<file path="config.mk">
export PLATFORM = sky130hd
export DESIGN_NAME = fstp_ctrl
export DESIGN_NICKNAME = d
export VERILOG_FILES = /design/src/hdl/fstp_pkg.sv /design/src/hdl/fstp_ctrl.sv
export SDC_FILE = /design/constraint.sdc
export NUM_CORES = 1
export LEC_CHECK = 0
export ABC_AREA = 1
export CORE_MARGIN = 1
export CORE_UTILIZATION = 50
export DETAILED_ROUTE_END_ITERATION = 6
export DONT_BUFFER_PORTS = 1
export GPL_TIMING_DRIVEN = 0
export HOLD_SLACK_MARGIN = 0.08
export MAX_ROUTING_LAYER = met4
export SYNTH_ARGS = -nofsm -noshare
export SYNTH_HDL_FRONTEND = slang
export SYNTH_SLANG_ARGS = --single-unit
</file>
<file path="constraint.sdc">
create_clock -name clk -period 2.5 [get_ports clk]
set_clock_uncertainty 0.05 [all_clocks]
set_input_delay 0.25 -clock clk [delete_from_list [all_inputs] [get_ports clk]]
set_output_delay 0.25 -clock clk [all_outputs]
set_load 0.05 [all_outputs]
</file>
<file path="src/hdl/fstp_pkg.sv">
// Shared types, constants and weight table for the fair-share task picker.
package fstp_pkg;

  localparam int unsigned NICE_MAX = 39;
  localparam int unsigned NICE_DEFAULT = 20;
  localparam int unsigned W_MAX = 88761;
  localparam int unsigned W_MIN = 15;
  localparam int unsigned PERIOD_RESET = 1000 / 100;
  localparam int unsigned SCALE_RESET = 1024 * 1000;

  typedef enum logic [2:0] {
    OP_LOAD  = 3'd0,
    OP_NICE  = 3'd1,
    OP_SLEEP = 3'd2,
    OP_WAKE  = 3'd3,
    OP_PICK  = 3'd4,
    OP_KILL  = 3'd5
  } op_t;

  localparam logic [2:0] ST_UNUSED   = 3'd0;
  localparam logic [2:0] ST_SLEEPING = 3'd2;
  localparam logic [2:0] ST_RUNNABLE = 3'd3;
  localparam logic [2:0] ST_RUNNING  = 3'd4;

  localparam logic [1:0] STAT_OK       = 2'd0;
  localparam logic [1:0] STAT_NOTFOUND = 2'd1;
  localparam logic [1:0] STAT_RANGE    = 2'd2;

  localparam logic CFG_PERIOD = 1'b0;
  localparam logic CFG_SCALE  = 1'b1;

  typedef struct packed {
    logic [2:0]  opcode;
    logic [5:0]  slot;
    logic [15:0] task_id;
    logic [2:0]  task_state;
    logic [5:0]  nice_level;
    logic [30:0] virtual_time;
    logic [31:0] channel;
  } req_t;

  typedef struct packed {
    logic [1:0]  status;
    logic [5:0]  chosen_slot;
    logic [15:0] chosen_id;
    logic [9:0]  timeslice;
  } rsp_t;

  typedef struct packed {
    logic [0:0]  index;
    logic [23:0] data;
  } cfg_t;

  // controller to datapath
  typedef struct packed {
    logic clear;
    logic scan_start;
    logic scan;
    logic advance;
    logic div_start;
    logic wake_write;
    logic apply;
  } cmd_t;

  // datapath to controller
  typedef struct packed {
    logic last;
    logic any_run;
    logic wake_hit;
    logic div_done;
  } sts_t;

  function automatic logic [16:0] nice_weight(input logic [5:0] n);
    logic [16:0] w;
    case (n)
      6'd0: w = 17'd88761;  6'd1: w = 17'd71755;  6'd2: w = 17'd56483;
      6'd3: w = 17'd46273;  6'd4: w = 17'd36291;  6'd5: w = 17'd29154;
      6'd6: w = 17'd23254;  6'd7: w = 17'd18705;  6'd8: w = 17'd14949;
      6'd9: w = 17'd11916;  6'd10: w = 17'd9548;  6'd11: w = 17'd7620;
      6'd12: w = 17'd6100;  6'd13: w = 17'd4904;  6'd14: w = 17'd3906;
      6'd15: w = 17'd3121;  6'd16: w = 17'd2501;  6'd17: w = 17'd1991;
      6'd18: w = 17'd1586;  6'd19: w = 17'd1277;  6'd20: w = 17'd1024;
      6'd21: w = 17'd820;   6'd22: w = 17'd655;   6'd23: w = 17'd526;
      6'd24: w = 17'd423;   6'd25: w = 17'd335;   6'd26: w = 17'd272;
      6'd27: w = 17'd215;   6'd28: w = 17'd172;   6'd29: w = 17'd137;
      6'd30: w = 17'd110;   6'd31: w = 17'd87;    6'd32: w = 17'd70;
      6'd33: w = 17'd56;    6'd34: w = 17'd45;    6'd35: w = 17'd36;
      6'd36: w = 17'd29;    6'd37: w = 17'd23;    6'd38: w = 17'd18;
      default: w = 17'(W_MIN);
    endcase
    return w;
  endfunction

endpackage

</file>
<file path="src/hdl/fstp_ctrl.sv">
// Sequencer that steps the table clear, scan, divider and wakeup pass.
module fstp_ctrl import fstp_pkg::*; (
  input  logic clk,
  input  logic rst,
  input  logic in_fire,
  input  op_t  opcode,
  input  logic out_ready,
  input  sts_t sts,
  output cmd_t cmd,
  output logic in_ready,
  output logic out_valid
);
  typedef enum logic [8:0] {
    S_CLEAR = 9'b000000001,
    S_IDLE  = 9'b000000010,
    S_SCAN  = 9'b000000100,
    S_DIV   = 9'b000001000,
    S_WAIT  = 9'b000010000,
    S_WAKE  = 9'b000100000,
    S_WWAIT = 9'b001000000,
    S_APPLY = 9'b010000000,
    S_OUT   = 9'b100000000
  } state_t;

  state_t state, state_next;

  assign in_ready = state == S_IDLE;
  assign out_valid = state == S_OUT;

  always_comb begin
    state_next = state;
    cmd = '0;
    unique case (state)
      S_CLEAR: begin
        cmd.clear = 1'b1;
        cmd.advance = 1'b1;
        if (sts.last) state_next = S_IDLE;
      end
      S_IDLE: if (in_fire) begin
        cmd.scan_start = 1'b1;
        state_next = S_SCAN;
      end
      S_SCAN: begin
        cmd.scan = 1'b1;
        cmd.advance = 1'b1;
        if (sts.last) begin
          if (opcode == OP_PICK) state_next = S_DIV;
          else if (opcode == OP_WAKE) state_next = S_WAKE;
          else state_next = S_APPLY;
        end
      end
      S_DIV: begin
        if (sts.any_run) begin
          cmd.div_start = 1'b1;
          state_next = S_WAIT;
        end else begin
          state_next = S_APPLY;
        end
      end
      S_WAIT: if (sts.div_done) state_next = S_APPLY;
      S_WAKE: begin
        if (sts.wake_hit) begin
          cmd.div_start = 1'b1;
          state_next = S_WWAIT;
        end else begin
          cmd.advance = 1'b1;
          if (sts.last) state_next = S_APPLY;
        end
      end
      S_WWAIT: if (sts.div_done) begin
        cmd.wake_write = 1'b1;
        cmd.advance = 1'b1;
        state_next = sts.last ? S_APPLY : S_WAKE;
      end
      S_APPLY: begin
        cmd.apply = 1'b1;
        state_next = S_OUT;
      end
      S_OUT: if (out_ready) state_next = S_IDLE;
      default: state_next = S_IDLE;
    endcase
  end

  always_ff @(posedge clk) begin
    if (rst) state <= S_CLEAR;
    else state <= state_next;
  end
endmodule

</file>
== After elaboration in Yosys (flattened, before gate mapping) ==
Index checks and enable logic that the tools add are counted.
Widths: inputs -> output; s select.

* Register bits: 9
* Input bits: 11
* Output and inout bits: 9
* Logic and storage cells: 46

* Eq/ne operators: 18
* Multiplexer cells: 25
* Reductions and logical operators: 2

{| class="wikitable"
|+ Operator list
! operator !! count
|-
| $mux 9 || 9
|-
| $pmux 9 s9 || 1
|-
| $mux 8 || 3
|-
| $ne 2x2->1 const B || 6
|-
| $mux 1 || 10
|-
| $eq 9x1->1 const B || 1
|-
| $eq 9x2->1 const B || 1
|-
| $eq 9x3->1 const B || 1
|-
| $eq 9x4->1 const B || 1
|-
| $eq 9x5->1 const B || 1
|-
| $eq 9x6->1 const B || 1
|-
| $eq 9x7->1 const B || 1
|-
| $eq 9x8->1 const B || 1
|-
| $eq 9x9->1 const B || 1
|-
| $reduce_and 7->1 || 1
|-
| $eq 3x2->1 const B || 1
|-
| $eq 3x3->1 const B || 1
|-
| $ne 3x3->1 const B || 1
|-
| $pmux 1 s3 || 1
|-
| $pmux 1 s2 || 1
|-
| $reduce_or 2->1 || 1
|}

== Longest topological paths before layout ==
* Depth after elaboration: 5
* Mapped depth: 10
* Mapped depth without buffers: 10

== Worst setup path after synthesis ==
No wires, ideal clock.

* Path type: register to output
* Start: reg state[8]
* End: out out_valid
* Arrival time: 2.017 ns
* Required time: 2.200 ns
* Setup slack: 0.183 ns
* Cell stages (with the launch flop): 3
* Buffers on the path: 0
* Path through: dfxtp_1 > inv_2 > nor4_1

* Longest elaborated chain between the ends: 1

{| class="wikitable"
|+ RTL lines
! element !! line !! source
|-
| start: declaration || fstp_ctrl.sv:25 || <nowiki>state_t state, state_next;</nowiki>
|-
| start signal: assignment || fstp_ctrl.sv:86 || <nowiki>else state <= state_next;</nowiki>
|-
| $eq 9x9->1 || fstp_ctrl.sv:28 || <nowiki>assign out_valid = state == S_OUT;</nowiki>
|-
| end: declaration || fstp_ctrl.sv:11 || <nowiki>output logic out_valid</nowiki>
|}

No other way between the ends.

==> summary.md <==
| Metric | Value |
|---|---|
| # clock sinks | 9 |
| Dominant cells by area after synthesis | dfxtp_1 (25%), nor2_1 (10%), nand2_1 (9.3%) |
| Htree depth | 1 |
| Unrepaired setup endpoints after global routing | no |
| Slew headroom | 21.0% |
| Largest area contributor in the netlist | dfxtp_1 |
| Reg2Reg Depth | 9 |
| WHS Path Cells | 2 |
| Max reg flops | 9 |
| Initial antenna violation count | 0 |
| Met3 Routed Length | 75 µm |
| Worst-path maximum fanout | 7 |
| Layout overhead on the synthesized area | 9.78% |
| Overflow left after global routing | 0 |
| Critical Path Source Type | flip-flop |
| Port bufs | 0 |
| Final Hold Viols | 0 |
| Max frequency | 452 MHz |
| Ports | 20 |
| Commonest cells post-synth | nor2_1 (20), nand2_1 (18), inv_1 (15) |
| Layout cells sized above 1 | 26.8% |
| DR vias | 723 |
| R2R Setup Slk | 0.92 ns |
| Worst Hold Class | input pin to flip-flop |
| CTS Root Cell | clkbuf_4 |
| Cells after synthesis | 117 |
| Diode count | 0 |
| CTS Buf Count | 3 |
| Hold Crit Start | sts[1] |
| Rows | 13 |
| Setup Viol. Count Final | 0 |
| Largest Register | state |
| Die height | 40.2 µm |
| Tcrit/Tclk final | 88.5% |
| Status | complete, no violations |
| VDD IR max | 0.676 mV |
| Setup Total Neg Slack | 0 ns |
| DRC Markers | 0 |
| Reg2Reg Launch Point | state[4] |
| HPWL after DPL | 1.36 mm |
| CP arrival | 1.91 ns |
| Flops & latches, synth | 9 |
| Async S/R FF share, synth | 0% |
| Share of the synthesized area in the top cell type | 24.7% |
| Ys Warns | 0 |
| Fin area | 801 µm² |
| Final ANT Viol Nets | 0 |
| First-pass GRT wire length | 2.52 mm |
| Hold Crit Endpoint | state[6] |
| Metal-1 WL | 797 µm |
| Post-Syn Area | 729 µm² |
| TritonCTS clock tree | built |
| Fin nets | 135 |
| Reg clk slew, reported paths | 0.06 ns |
| Maximum number of pins on one net before global-route repair | 10 |
| Gpl congestion | 0.795 |
| Vias/cell | 5.24 |
| Leak | 0.419 nW |
| CP required | 2.20 ns |
| Post-synth EDFFs | 0 |
| Max-Cap Viols | 0 |
| Max-slew violation count | 0 |
| Area of the core | 1330 µm² |
| WL final | 1.64 mm |
| Metal2 WL | 724 µm |
| RR Endpoint | state[7] |
| Top flop regs | state x9 |
| Seq/Total Area, Yosys | 24.7% |
| Pwr dens | 1060 nW/µm² |
| CTS Buffer Depth | 2 |
| Main synth FF type | dfxtp_1 |
| Vias in the first global route | 604 |
| Worst Setup End Kind | primary output |
| Yosys cell types | 22 |
| Detailed Route Iter0 Violations | 10 |
| Wire per inst | 11.9 µm |
| Final period demand of the worst path | 2.21 ns |
| Post-Syn Area per Cell | 6.23 µm² |
| Initial core utilization | 54.7% |
| Post-synth net total | 128 |
| Actual slew at the worst max-slew pin | 1.18 ns |
| Die area | 1620 µm² |
| Critical path class | flip-flop to primary output |
| Top routing layer in use | met4 |
| DRT Pass-1 Iters | 4 |
| Clk_lat worst skew | 0.26 ns |
| Die width | 40.2 µm |
| Most common cell in the netlist | nor2_1 |
| GRT Total Usage | 25.4% |
| Placed inst area | 762 µm² |
kinds of logic (layout without fill, tap and decap cells):
family / Yosys count / in the layout / share of synthesized area [%]
flops: 9 / 9 / 24.7
buf+inv: 24 / 30 / 12.3
simple gates: 74 / 74 / 54.2
compound gates: 10 / 10 / 8.75
placed cells by master, fill, tap and decap left out, types with 2 or more instances in the layout:
cell type / count
o21ai_1: 2
dfxtp_1: 9
nor2_1: 19
nand3_1: 12
nor2_2: 4
nand2_4: 3
clkbuf_4: 3
nand2_1: 18
o21ai_0: 2
nand3_2: 3
inv_2: 9
a21oi_1: 4
inv_1: 15
nor3_1: 2
nand2_2: 5
nand4_1: 3
per-layer routing:
metal	global-route usage [%]	vias up
li1	-	379
met4	17.5	0
met2	37.5	24
met1	31.9	315
met5	-	-
met3	3.33	5
final cells by class:
type	instances	area, µm²
Fill cell	144	533
Timing Repair Buffer	2	17.5
Inverter	24	90.1
Multi-Input combinational cell	84	468
Tap cell	15	18.8
Sequential cell	9	180
Clock buffer	4	26.3
power breakdown:
group / switching [W] / internal (W)
Combinational: 0.000400 / 0.000131
Sequential: 0.0000336 / 0.000174
Clock: 0.0000481 / 0.0000613
Total: 0.000481 / 0.000366
how the worst max path moves through the flow:
| stage | from | cells past startpoint | slack (ns) | to |
|---|---|---|---|---|
| 2_1_floorplan | state[8] | 2 | 0.18 | out_valid |
| 3_3_place_gp | state[8] | 2 | 0.06 | out_valid |
| 3_5_place_dp | state[8] | 6 | 0.30 | cmd[3] |
| 4_1_cts | state[8] | 6 | 0.01 | cmd[3] |
| 5_1_grt | state[8] | 6 | 0.16 | cmd[3] |
| 6_report | state[8] | 6 | 0.29 | cmd[3] |
per-stage QoR:
step | worst slack [ns] | utilization [%] | hold slack (ns) | power [W] | std cells
after detailed placement | 0.297 | 57.1 | 0.275 | 0.000736 | 133
after floorplan | 0.183 | - | 0.269 | 0.000662 | 117
after global routing | 0.155 | 60.0 | 0.0922 | 0.000917 | 138
after global placement | 0.0579 | 56.1 | 0.271 | 0.000723 | 132
after CTS | 0.0110 | 59.8 | 0.0871 | 0.000851 | 138
final | 0.287 | 60.0 | 0.101 | 0.000847 | 138
repair_timing:
item	4_1_cts	5_1_grt
endpoints found under the hold margin	3	0
hold buffers	1	0
setup buffers	0	0
gates resized for setup	0	1
setup endpoints to repair	0	1
worst max-delay path, cell delays in order, from the launching register on:
cell,delay [ns]
dfxtp_1,0.36
inv_2,0.16
nand3_2,0.10
nor2_2,0.14
nand2_2,0.08
nor2_2,0.45
or2_2,0.38
Note: power is estimated with default switching activity, not from simulation.
